--- src/rtl/ace_pkg.sv ---
`timescale 1ns / 1ps

package ace_pkg;

	localparam int GLYPH_W   = 8;
	localparam int COLOR_W   = 7;
	localparam int LEN_W     = 9;
	localparam int CFG_IDX_W = 1;
	localparam int RUN_MAX   = 13;
	localparam int RUN_LEN_W = 4;

	localparam int MAX_COLUMNS_DEF = 256;
	localparam int MAX_ROWS_DEF    = 256;

	localparam logic [CFG_IDX_W-1:0] REG_ROW_LENGTH = 1'b0;
	localparam logic [CFG_IDX_W-1:0] REG_ROW_COUNT  = 1'b1;

	localparam logic [LEN_W-1:0] ROW_LENGTH_RST = 9'd80;
	localparam logic [LEN_W-1:0] ROW_COUNT_RST  = 9'd24;

	localparam logic [COLOR_W-1:0] COLOR_MAX = 7'd99;

	localparam logic [7:0] CH_ESC      = 8'h1B;
	localparam logic [7:0] CH_LBRACKET = 8'h5B;
	localparam logic [7:0] CH_SEMI     = 8'h3B;
	localparam logic [7:0] CH_FOUR     = 8'h34;
	localparam logic [7:0] CH_M        = 8'h6D;
	localparam logic [7:0] CH_H        = 8'h48;
	localparam logic [7:0] CH_NL       = 8'h0A;
	localparam logic [7:0] CH_ZERO     = 8'h30;

	typedef struct packed {
		logic [RUN_MAX-1:0][7:0] bytes;
		logic [RUN_LEN_W-1:0]    len;
		logic                    frame_end;
	} run_t;

	// tens digit of a value below 100 via reciprocal multiply
	function automatic logic [3:0] tens_digit(input logic [COLOR_W-1:0] c);
		logic [17:0] p;
		p = 18'(c) * 18'd205;
		return p[14:11];
	endfunction

	function automatic logic [7:0] tens_char(input logic [COLOR_W-1:0] c);
		return CH_ZERO + {4'h0, tens_digit(c)};
	endfunction

	function automatic logic [7:0] ones_char(input logic [COLOR_W-1:0] c);
		logic [COLOR_W-1:0] t10;
		logic [COLOR_W-1:0] r;
		t10 = COLOR_W'({3'b000, tens_digit(c)} * 7'd10);
		r = c - t10;
		return CH_ZERO + {1'b0, r};
	endfunction

endpackage

--- src/rtl/ace_encode.sv ---
`timescale 1ns / 1ps

module ace_encode #(
	parameter int MAX_COLUMNS = ace_pkg::MAX_COLUMNS_DEF,
	parameter int MAX_ROWS    = ace_pkg::MAX_ROWS_DEF
) (
	input  logic                          clk,
	input  logic                          arst_n,
	input  logic                          take,
	input  logic [ace_pkg::GLYPH_W-1:0]   glyph_s1,
	input  logic [ace_pkg::COLOR_W-1:0]   fg_s1,
	input  logic [ace_pkg::COLOR_W-1:0]   bg_s1,
	input  logic [ace_pkg::LEN_W-1:0]     row_length_q,
	input  logic [ace_pkg::LEN_W-1:0]     row_count_q,
	output ace_pkg::run_t                 run
);

	localparam int CW    = (MAX_COLUMNS > 1) ? $clog2(MAX_COLUMNS) : 1;
	localparam int RW    = (MAX_ROWS > 1) ? $clog2(MAX_ROWS) : 1;
	localparam int CLW   = $clog2(MAX_COLUMNS + 1);
	localparam int RLW   = $clog2(MAX_ROWS + 1);
	localparam int CCMPW = ((CLW > ace_pkg::LEN_W) ? CLW : ace_pkg::LEN_W) + 1;
	localparam int RCMPW = ((RLW > ace_pkg::LEN_W) ? RLW : ace_pkg::LEN_W) + 1;

	logic [CW-1:0]                 column_pos_q;
	logic [RW-1:0]                 row_pos_q;
	logic [ace_pkg::COLOR_W-1:0]   current_fg_q;
	logic [ace_pkg::COLOR_W-1:0]   current_bg_q;
	logic                          fg_known_q;
	logic                          bg_known_q;

	logic [ace_pkg::COLOR_W-1:0]   fg;
	logic [ace_pkg::COLOR_W-1:0]   bg;
	logic [ace_pkg::COLOR_W-1:0]   one_color;
	logic [CCMPW-1:0]              len_ext;
	logic [CCMPW-1:0]              cols;
	logic [RCMPW-1:0]              cnt_ext;
	logic [RCMPW-1:0]              rows;
	logic                          row_start;
	logic                          home;
	logic                          row_end;
	logic                          last_row;
	logic                          fg_diff;
	logic                          bg_diff;
	logic                          newline;
	logic [ace_pkg::RUN_LEN_W-1:0] hlen;
	logic [ace_pkg::RUN_LEN_W-1:0] clen;
	logic [ace_pkg::RUN_LEN_W-1:0] gpos;
	logic [ace_pkg::RUN_LEN_W-1:0] cidx;
	logic [7:0][7:0]               col_bytes;

	assign fg = (fg_s1 > ace_pkg::COLOR_MAX) ? ace_pkg::COLOR_MAX : fg_s1;
	assign bg = (bg_s1 > ace_pkg::COLOR_MAX) ? ace_pkg::COLOR_MAX : bg_s1;

	// clamp lengths to 1..max
	assign len_ext = CCMPW'(row_length_q);
	assign cols    = (len_ext == '0) ? CCMPW'(1) :
		(len_ext > CCMPW'(MAX_COLUMNS)) ? CCMPW'(MAX_COLUMNS) : len_ext;
	assign cnt_ext = RCMPW'(row_count_q);
	assign rows    = (cnt_ext == '0) ? RCMPW'(1) :
		(cnt_ext > RCMPW'(MAX_ROWS)) ? RCMPW'(MAX_ROWS) : cnt_ext;

	assign row_start = (column_pos_q == '0);
	assign home      = row_start && (row_pos_q == '0);
	assign row_end   = (CCMPW'(column_pos_q) + CCMPW'(1)) >= cols;
	assign last_row  = (RCMPW'(row_pos_q) + RCMPW'(1)) >= rows;
	assign newline   = row_end && !last_row;

	// colour tracking is forgotten at each row start
	assign fg_diff   = row_start || !fg_known_q || (current_fg_q != fg);
	assign bg_diff   = row_start || !bg_known_q || (current_bg_q != bg);
	assign one_color = fg_diff ? fg : bg;

	assign hlen = home ? 4'd3 : 4'd0;
	assign clen = (fg_diff && bg_diff) ? 4'd8 : (fg_diff || bg_diff) ? 4'd5 : 4'd0;
	assign gpos = hlen + clen;

	always_comb begin
		if (fg_diff && bg_diff) begin
			col_bytes[0] = ace_pkg::CH_ESC;
			col_bytes[1] = ace_pkg::CH_LBRACKET;
			col_bytes[2] = ace_pkg::tens_char(fg);
			col_bytes[3] = ace_pkg::ones_char(fg);
			col_bytes[4] = ace_pkg::CH_SEMI;
			col_bytes[5] = ace_pkg::CH_FOUR;
			col_bytes[6] = ace_pkg::ones_char(bg);
			col_bytes[7] = ace_pkg::CH_M;
		end else begin
			col_bytes[0] = ace_pkg::CH_ESC;
			col_bytes[1] = ace_pkg::CH_LBRACKET;
			col_bytes[2] = ace_pkg::tens_char(one_color);
			col_bytes[3] = ace_pkg::ones_char(one_color);
			col_bytes[4] = ace_pkg::CH_M;
			col_bytes[5] = ace_pkg::CH_M;
			col_bytes[6] = ace_pkg::CH_M;
			col_bytes[7] = ace_pkg::CH_M;
		end
	end

	always_comb begin
		cidx = '0;
		for (int p = 0; p < ace_pkg::RUN_MAX; p++) begin
			cidx = ace_pkg::RUN_LEN_W'(p) - hlen;
			if (ace_pkg::RUN_LEN_W'(p) < hlen) begin
				run.bytes[p] = (p == 0) ? ace_pkg::CH_ESC :
					(p == 1) ? ace_pkg::CH_LBRACKET : ace_pkg::CH_H;
			end else if (ace_pkg::RUN_LEN_W'(p) < gpos) begin
				run.bytes[p] = col_bytes[cidx[2:0]];
			end else if (ace_pkg::RUN_LEN_W'(p) == gpos) begin
				run.bytes[p] = glyph_s1;
			end else begin
				run.bytes[p] = ace_pkg::CH_NL;
			end
		end
		run.len       = gpos + 4'd1 + {3'b000, newline};
		run.frame_end = row_end && last_row;
	end

	always_ff @(posedge clk or negedge arst_n) begin
		if (!arst_n) begin
			column_pos_q <= '0;
			row_pos_q    <= '0;
			current_fg_q <= '0;
			current_bg_q <= '0;
			fg_known_q   <= 1'b0;
			bg_known_q   <= 1'b0;
		end else if (take) begin
			current_fg_q <= fg;
			current_bg_q <= bg;
			fg_known_q   <= 1'b1;
			bg_known_q   <= 1'b1;
			if (row_end) begin
				column_pos_q <= '0;
				if (last_row) begin
					row_pos_q <= '0;
				end else begin
					row_pos_q <= row_pos_q + RW'(1);
				end
			end else begin
				column_pos_q <= column_pos_q + CW'(1);
			end
		end
	end

endmodule

--- src/rtl/ace_serializer.sv ---
`timescale 1ns / 1ps

module ace_serializer (
	input  logic          clk,
	input  logic          arst_n,
	input  logic          load,
	input  ace_pkg::run_t run,
	input  logic          out_stall,
	output logic          free,
	output logic          out_valid,
	output logic [7:0]    out_byte,
	output logic          last_of_run,
	output logic          frame_done
);

	logic [ace_pkg::RUN_MAX-1:0][7:0] bytes_s2;
	logic [ace_pkg::RUN_LEN_W-1:0]    cnt_s2;
	logic                             frame_s2;
	logic                             pop;

	assign out_valid   = (cnt_s2 != '0);
	assign out_byte    = bytes_s2[0];
	assign last_of_run = (cnt_s2 == ace_pkg::RUN_LEN_W'(1));
	assign frame_done  = last_of_run && frame_s2;
	assign pop         = out_valid && !out_stall;
	assign free        = !out_valid || (pop && last_of_run);

	always_ff @(posedge clk or negedge arst_n) begin
		if (!arst_n) begin
			cnt_s2 <= '0;
		end else if (load) begin
			cnt_s2 <= run.len;
		end else if (pop) begin
			cnt_s2 <= cnt_s2 - ace_pkg::RUN_LEN_W'(1);
		end
	end

	always_ff @(posedge clk) begin
		if (load) begin
			bytes_s2 <= run.bytes;
			frame_s2 <= run.frame_end;
		end else if (pop) begin
			bytes_s2 <= {8'h00, bytes_s2[ace_pkg::RUN_MAX-1:1]};
		end
	end

endmodule

--- src/rtl/ansi_cell_stream_encoder_top.sv ---
`timescale 1ns / 1ps
// channel   direction   handshake                payload
// in        input       in_valid / in_stall      glyph, fg_color, back_color
// out       output      out_valid / out_stall    out_byte, last_of_run, frame_done
// cfg       input       cfg_wr_en                cfg_index, cfg_data
//
// a cell yields 1 to 13 bytes, one per cycle while out_stall is low; the next cell
// waits encoded in the input register and its run follows the last byte of the
// current run with no gap
// accepted cells go to the input register, then their runs load to the serializer
// reset: row_length 80, row_count 24, position at frame home, colours unknown
// out_stall freezes the current byte; in_stall is high while a cell waits in the
// input register behind a run whose last byte does not leave in that cycle

module ansi_cell_stream_encoder_top #(
	parameter int MAX_COLUMNS = ace_pkg::MAX_COLUMNS_DEF,
	parameter int MAX_ROWS    = ace_pkg::MAX_ROWS_DEF
) (
	input  logic                            clk,
	input  logic                            arst_n,
	input  logic                            in_valid,
	output logic                            in_stall,
	input  logic [ace_pkg::GLYPH_W-1:0]     glyph,
	input  logic [ace_pkg::COLOR_W-1:0]     fg_color,
	input  logic [ace_pkg::COLOR_W-1:0]     back_color,
	output logic                            out_valid,
	input  logic                            out_stall,
	output logic [7:0]                      out_byte,
	output logic                            last_of_run,
	output logic                            frame_done,
	input  logic                            cfg_wr_en,
	input  logic [ace_pkg::CFG_IDX_W-1:0]   cfg_index,
	input  logic [ace_pkg::LEN_W-1:0]       cfg_data
);

	logic [ace_pkg::LEN_W-1:0]   row_length_q;
	logic [ace_pkg::LEN_W-1:0]   row_count_q;
	logic                        valid_s1;
	logic [ace_pkg::GLYPH_W-1:0] glyph_s1;
	logic [ace_pkg::COLOR_W-1:0] fg_s1;
	logic [ace_pkg::COLOR_W-1:0] bg_s1;
	logic                        free;
	logic                        load;
	logic                        accept;
	ace_pkg::run_t               run;

	assign load     = valid_s1 && free;
	assign in_stall = valid_s1 && !free;
	assign accept   = in_valid && !in_stall;

	always_ff @(posedge clk or negedge arst_n) begin
		if (!arst_n) begin
			row_length_q <= ace_pkg::ROW_LENGTH_RST;
			row_count_q  <= ace_pkg::ROW_COUNT_RST;
		end else if (cfg_wr_en) begin
			case (cfg_index)
				ace_pkg::REG_ROW_LENGTH: row_length_q <= cfg_data;
				ace_pkg::REG_ROW_COUNT:  row_count_q  <= cfg_data;
				default: ;
			endcase
		end
	end

	always_ff @(posedge clk or negedge arst_n) begin
		if (!arst_n) begin
			valid_s1 <= 1'b0;
		end else if (accept) begin
			valid_s1 <= 1'b1;
		end else if (load) begin
			valid_s1 <= 1'b0;
		end
	end

	always_ff @(posedge clk) begin
		if (accept) begin
			glyph_s1 <= glyph;
			fg_s1    <= fg_color;
			bg_s1    <= back_color;
		end
	end

	ace_encode #(
		.MAX_COLUMNS(MAX_COLUMNS),
		.MAX_ROWS(MAX_ROWS)
	) u_encode (
		.clk(clk),
		.arst_n(arst_n),
		.take(load),
		.glyph_s1(glyph_s1),
		.fg_s1(fg_s1),
		.bg_s1(bg_s1),
		.row_length_q(row_length_q),
		.row_count_q(row_count_q),
		.run(run)
	);

	ace_serializer u_serializer (
		.clk(clk),
		.arst_n(arst_n),
		.load(load),
		.run(run),
		.out_stall(out_stall),
		.free(free),
		.out_valid(out_valid),
		.out_byte(out_byte),
		.last_of_run(last_of_run),
		.frame_done(frame_done)
	);

	a_stall_needs_item: assert property (@(posedge clk) disable iff (!arst_n)
		in_stall |-> valid_s1)
		else $error("input stalled with empty input register");

	a_run_continues: assert property (@(posedge clk) disable iff (!arst_n)
		(out_valid && !out_stall && !last_of_run) |=> out_valid)
		else $error("byte run ended before its last byte");

	a_frame_on_run_end: assert property (@(posedge clk) disable iff (!arst_n)
		(out_valid && frame_done) |-> last_of_run)
		else $error("frame end flagged inside a run");

	a_load_min_len: assert property (@(posedge clk) disable iff (!arst_n)
		load |=> out_valid)
		else $error("encoded run produced no byte");

endmodule

--- config.mk ---
export PLATFORM = sky130hd
export DESIGN_NAME = ansi_cell_stream_encoder_top
export DESIGN_NICKNAME = d
export VERILOG_FILES = /design/src/rtl/ace_pkg.sv /design/src/rtl/ace_encode.sv /design/src/rtl/ace_serializer.sv /design/src/rtl/ansi_cell_stream_encoder_top.sv
export SDC_FILE = /design/constraint.sdc
export NUM_CORES = 1
export LEC_CHECK = 0
export BUFFER_PORTS_ARGS = -buffer_cell sky130_fd_sc_hd__buf_2
export CAP_MARGIN = 0
export CORE_MARGIN = 10
export CORE_UTILIZATION = 58
export CTS_BUF_LIST = sky130_fd_sc_hd__clkbuf_2
export DETAILED_ROUTE_END_ITERATION = 10
export GPL_ROUTABILITY_DRIVEN = 0
export GPL_TIMING_DRIVEN = 0
export PLACE_DENSITY = 0.75
export REMOVE_ABC_BUFFERS = 1
export SLEW_MARGIN = 20
export SYNTH_ARGS = -nofsm -noshare
export SYNTH_HDL_FRONTEND = slang
export SYNTH_SLANG_ARGS = --single-unit
--- constraint.sdc ---
create_clock -name clk -period 10 [get_ports clk]
set_input_delay 0 -clock clk [delete_from_list [all_inputs] [get_ports clk]]
set_output_delay 0 -clock clk [all_outputs]
set_load 0.005 [all_outputs]
==> results.py <==
metrics = {
    "status": {
        "outcome": "complete, no violations",
    },
    "min_path": {
        "min_from": "out_stall",
        "hold_path.class": "in2reg",
    },
    "yosys": {
        "syn_avg_cell_area_um2": 9.97,
        "yosysTopAreaCellShare": 0.294,
        "netlist_instances": 1301,
        "ys_seq_elements": 181,
        "ys_seq_area_frac": 0.399,
        "synthTopCellsByArea": "edfxtp_1, ha_1, dfrtp_1",
        "yosysTopAreaCell": "edfxtp_1",
        "yosysWarnings": 0,
        "postSynth.asyncResetShare": 0.298,
        "yosysUniqueCellTypes": 78,
        "syn_area_um2": 13000,
        "synth_ff_type": "edfxtp_1",
        "synth_edf_count": 127,
    },
    "die": {
        "start_util": 0.593,
        "dieArea_um2": 28700,
        "die_w_um": 170,
        "pin_count": 49,
        "coreArea_um2": 21900,
        "die_y_um": 170,
        "core.rowCount": 54,
    },
    "layout": {
        "mostFrequentLayoutCells": "ha_1, nand2_1, edfxtp_1",
        "final_util": 0.660,
        "layout_commonest_cell": "ha_1",
        "fill_cells": 1720,
        "final_nets": 1603,
        "drive_above_1_share": 0.0951,
        "fin_cells": 1669,
        "synthToLayoutAreaGrowth_pct": 11.4,
    },
    "timing": {
        "slew-limit-headroom": 0.240,
        "maxSlewViolCount": 0,
        "whs_ns": 0.138,
        "clock_skew_ns": 0.0573,
        "worst_slack_ns": 0.683,
        "rsz0062_at_grt": "no",
        "min_period_ns": 9.32,
        "worst_pin_slew_ns": 1.13,
        "hold_viol": 0,
        "final.period_utilization": 0.932,
        "setup_viol": 0,
        "fmax_mhz": 107,
    },
    "global_routing": {
        "grt_max_degree": 82,
        "grt_pass1_wl_um": 51900,
        "grt_pass1_vias": 10000,
        "antenna_found_initial": 1,
        "overflow": 0,
        "grt_use_total": 0.221,
    },
    "critical_path": {
        "worstPathArrival_ns": 9.93,
        "r2r_start": "u_encode.column_pos_q[0]",
        "reg2reg_to": "u_serializer.bytes_s2[31]",
        "cp-startpoint": "u_encode.column_pos_q[0]",
        "rr_worst_depth": 37,
        "critPathTopFamily": "adder cells",
        "critPathRequiredTime_ns": 10.61,
        "cp-endpoint": "u_serializer.bytes_s2[31]",
        "worst-setup-path-type": "reg2reg",
        "rrSetupSlack_ns": 0.68,
        "critPathLaunchType": "flip-flop",
        "crit_fanout": 10,
        "crit_top_cell": "ha_1",
        "crit_path_end_kind": "flip-flop",
        "cp.depth": 37,
        "slowest_stage": "fa_1",
        "cp_num_buf_inv": 7,
        "max_stage_delay_ns": 0.56,
    },
    "placed_design": {
        "dp.cells": 1561,
        "place_ws_ns": 0.693,
        "io_buffer_count": 48,
        "place_hpwl_um": 21800,
    },
    "route": {
        "wl_per_cell_um": 18.9,
        "ant_nets": 0,
        "first_pass_iters": 5,
        "wl_um": 31500,
        "via_count": 10100,
        "drt-initial-drc-count": 1166,
        "drt-vias-per-instance": 6.04,
        "drc": 0,
    },
    "clocking": {
        "cts.sinks": 181,
        "ctsHtreeMaxLevel": 4,
        "clk_pin_slew_ns": 0.34,
        "cts_made_buffers": 17,
        "ctsRootBufferMaster": "clkbuf_2",
        "post_cts_buffers": 0,
        "clockBufferDepth": 2,
        "cts_tree": "done",
        "clk_latency_ns": 0.81,
    },
    "run": {
        "maxCapViolations": 0,
    },
}
[worst reg2reg max path, delay by kind of cell, from the launching register on]
family | cells | cell delay (ns)
simple gates | 4 | 1.13
buf+inv | 7 | 0.58
compound gates | 11 | 2.62
mux | 1 | 0.26
flops | 1 | 0.52
fa+ha+maj | 10 | 3.14
xor+xnor | 4 | 0.86
[kinds of logic after synthesis]
kind of cell	synth area share
adders and majority gates	0.203
muxes	0.0239
DFF	0.399
AOI/OAI and AO/OA	0.147
xor gates and xnor gates	0.0402
buffers and inverters	0.0549
and+or+nand+nor	0.132
[state kept, by name (all words and copies together), names as in the netlist]
name / flops
u_encode.current_fg_q: 7
u_serializer.bytes_s2: 96
u_serializer.cnt_s2: 4
row_count_q: 9
u_encode.fg_known_q: 1
row_length_q: 9
fg_s1: 7
u_serializer.out_byte: 8
bg_s1: 7
u_encode.column_pos_q: 8
glyph_s1: 8
u_encode.row_pos_q: 8
u_serializer.frame_s2: 1
u_encode.current_bg_q: 7
valid_s1: 1
[metrics by stage]
stage          setup TNS (ns)  instance area (um^2)
2_1_floorplan               0                 12700
3_3_place_gp          -164.81                 13200
3_5_place_dp                0                 13400
4_1_cts                     0                 14400
5_1_grt                     0                 14400
6_report                    0                 14400
[per-layer routing]
metal  GRT usage  routed length (um)  up-vias
met3      0.0357                1960       43
met1       0.293               13600     4887
met2       0.366               15300      355
met4      0.0672                 616        0
met5           0                   0        -
li1            -                   -     4794
[synthesized netlist by cell type, types with 5 or more instances]
library cell    n
ha_1          158
nand2_1       157
edfxtp_1      127
inv_1         101
o21ai_0        89
nor2_1         86
clkbuf_1       58
a21oi_1        54
dfrtp_1        50
xnor2_1        41
fa_1           33
a21o_1         30
a31oi_1        25
nand3_1        25
mux2_2         22
nor3_1         19
and3_1         18
xor2_1         16
nand2b_1       14
buf_4           9
a211oi_1        8
a22o_1          8
o21a_1          8
nand4_1         7
nor2b_1         7
nor4_1          7
o211ai_1        6
o31ai_1         6
and2_1          5
buf_1           5
clkinv_1        5
o22ai_1         5
o2bb2ai_1       5
o32ai_1         5
[worst min path at each step]
| stage | slack [ns] | to | depth (start not counted) |
|---|---|---|---|
| 2_1_floorplan | -0.30 | row_count_q[0] | 0 |
| 3_3_place_gp | 0.18 | glyph_s1[7] | 1 |
| 3_5_place_dp | 0.09 | u_serializer.cnt_s2[2] | 1 |
| 4_1_cts | 0.07 | u_serializer.cnt_s2[2] | 5 |
| 5_1_grt | 0.13 | u_serializer.cnt_s2[2] | 5 |
| 6_report | 0.14 | u_serializer.cnt_s2[2] | 5 |
[layout make-up]
class	instances	area, um^2	share of cell area
multi-input cells	940	7120	0.493
flip-flops and latches	181	5170	0.358
repair buffers	129	1140	0.0787
inverters	106	399	0.0276
well taps	280	350	0.0243
clock inverters	15	180	0.0125
clock buffers	17	85.1	0.00589
diodes	1	2.50	0.000173
[what timing repair did]
item,in CTS,in global routing
hold endpoints to repair,101,0
gates resized for setup,0,2
endpoints found under the setup margin,0,7
hold buffers,75,0
Power is left out: the tool's default activity adds up to more than one toggle a clock period on the data nets, which glitch-free logic cannot reach.
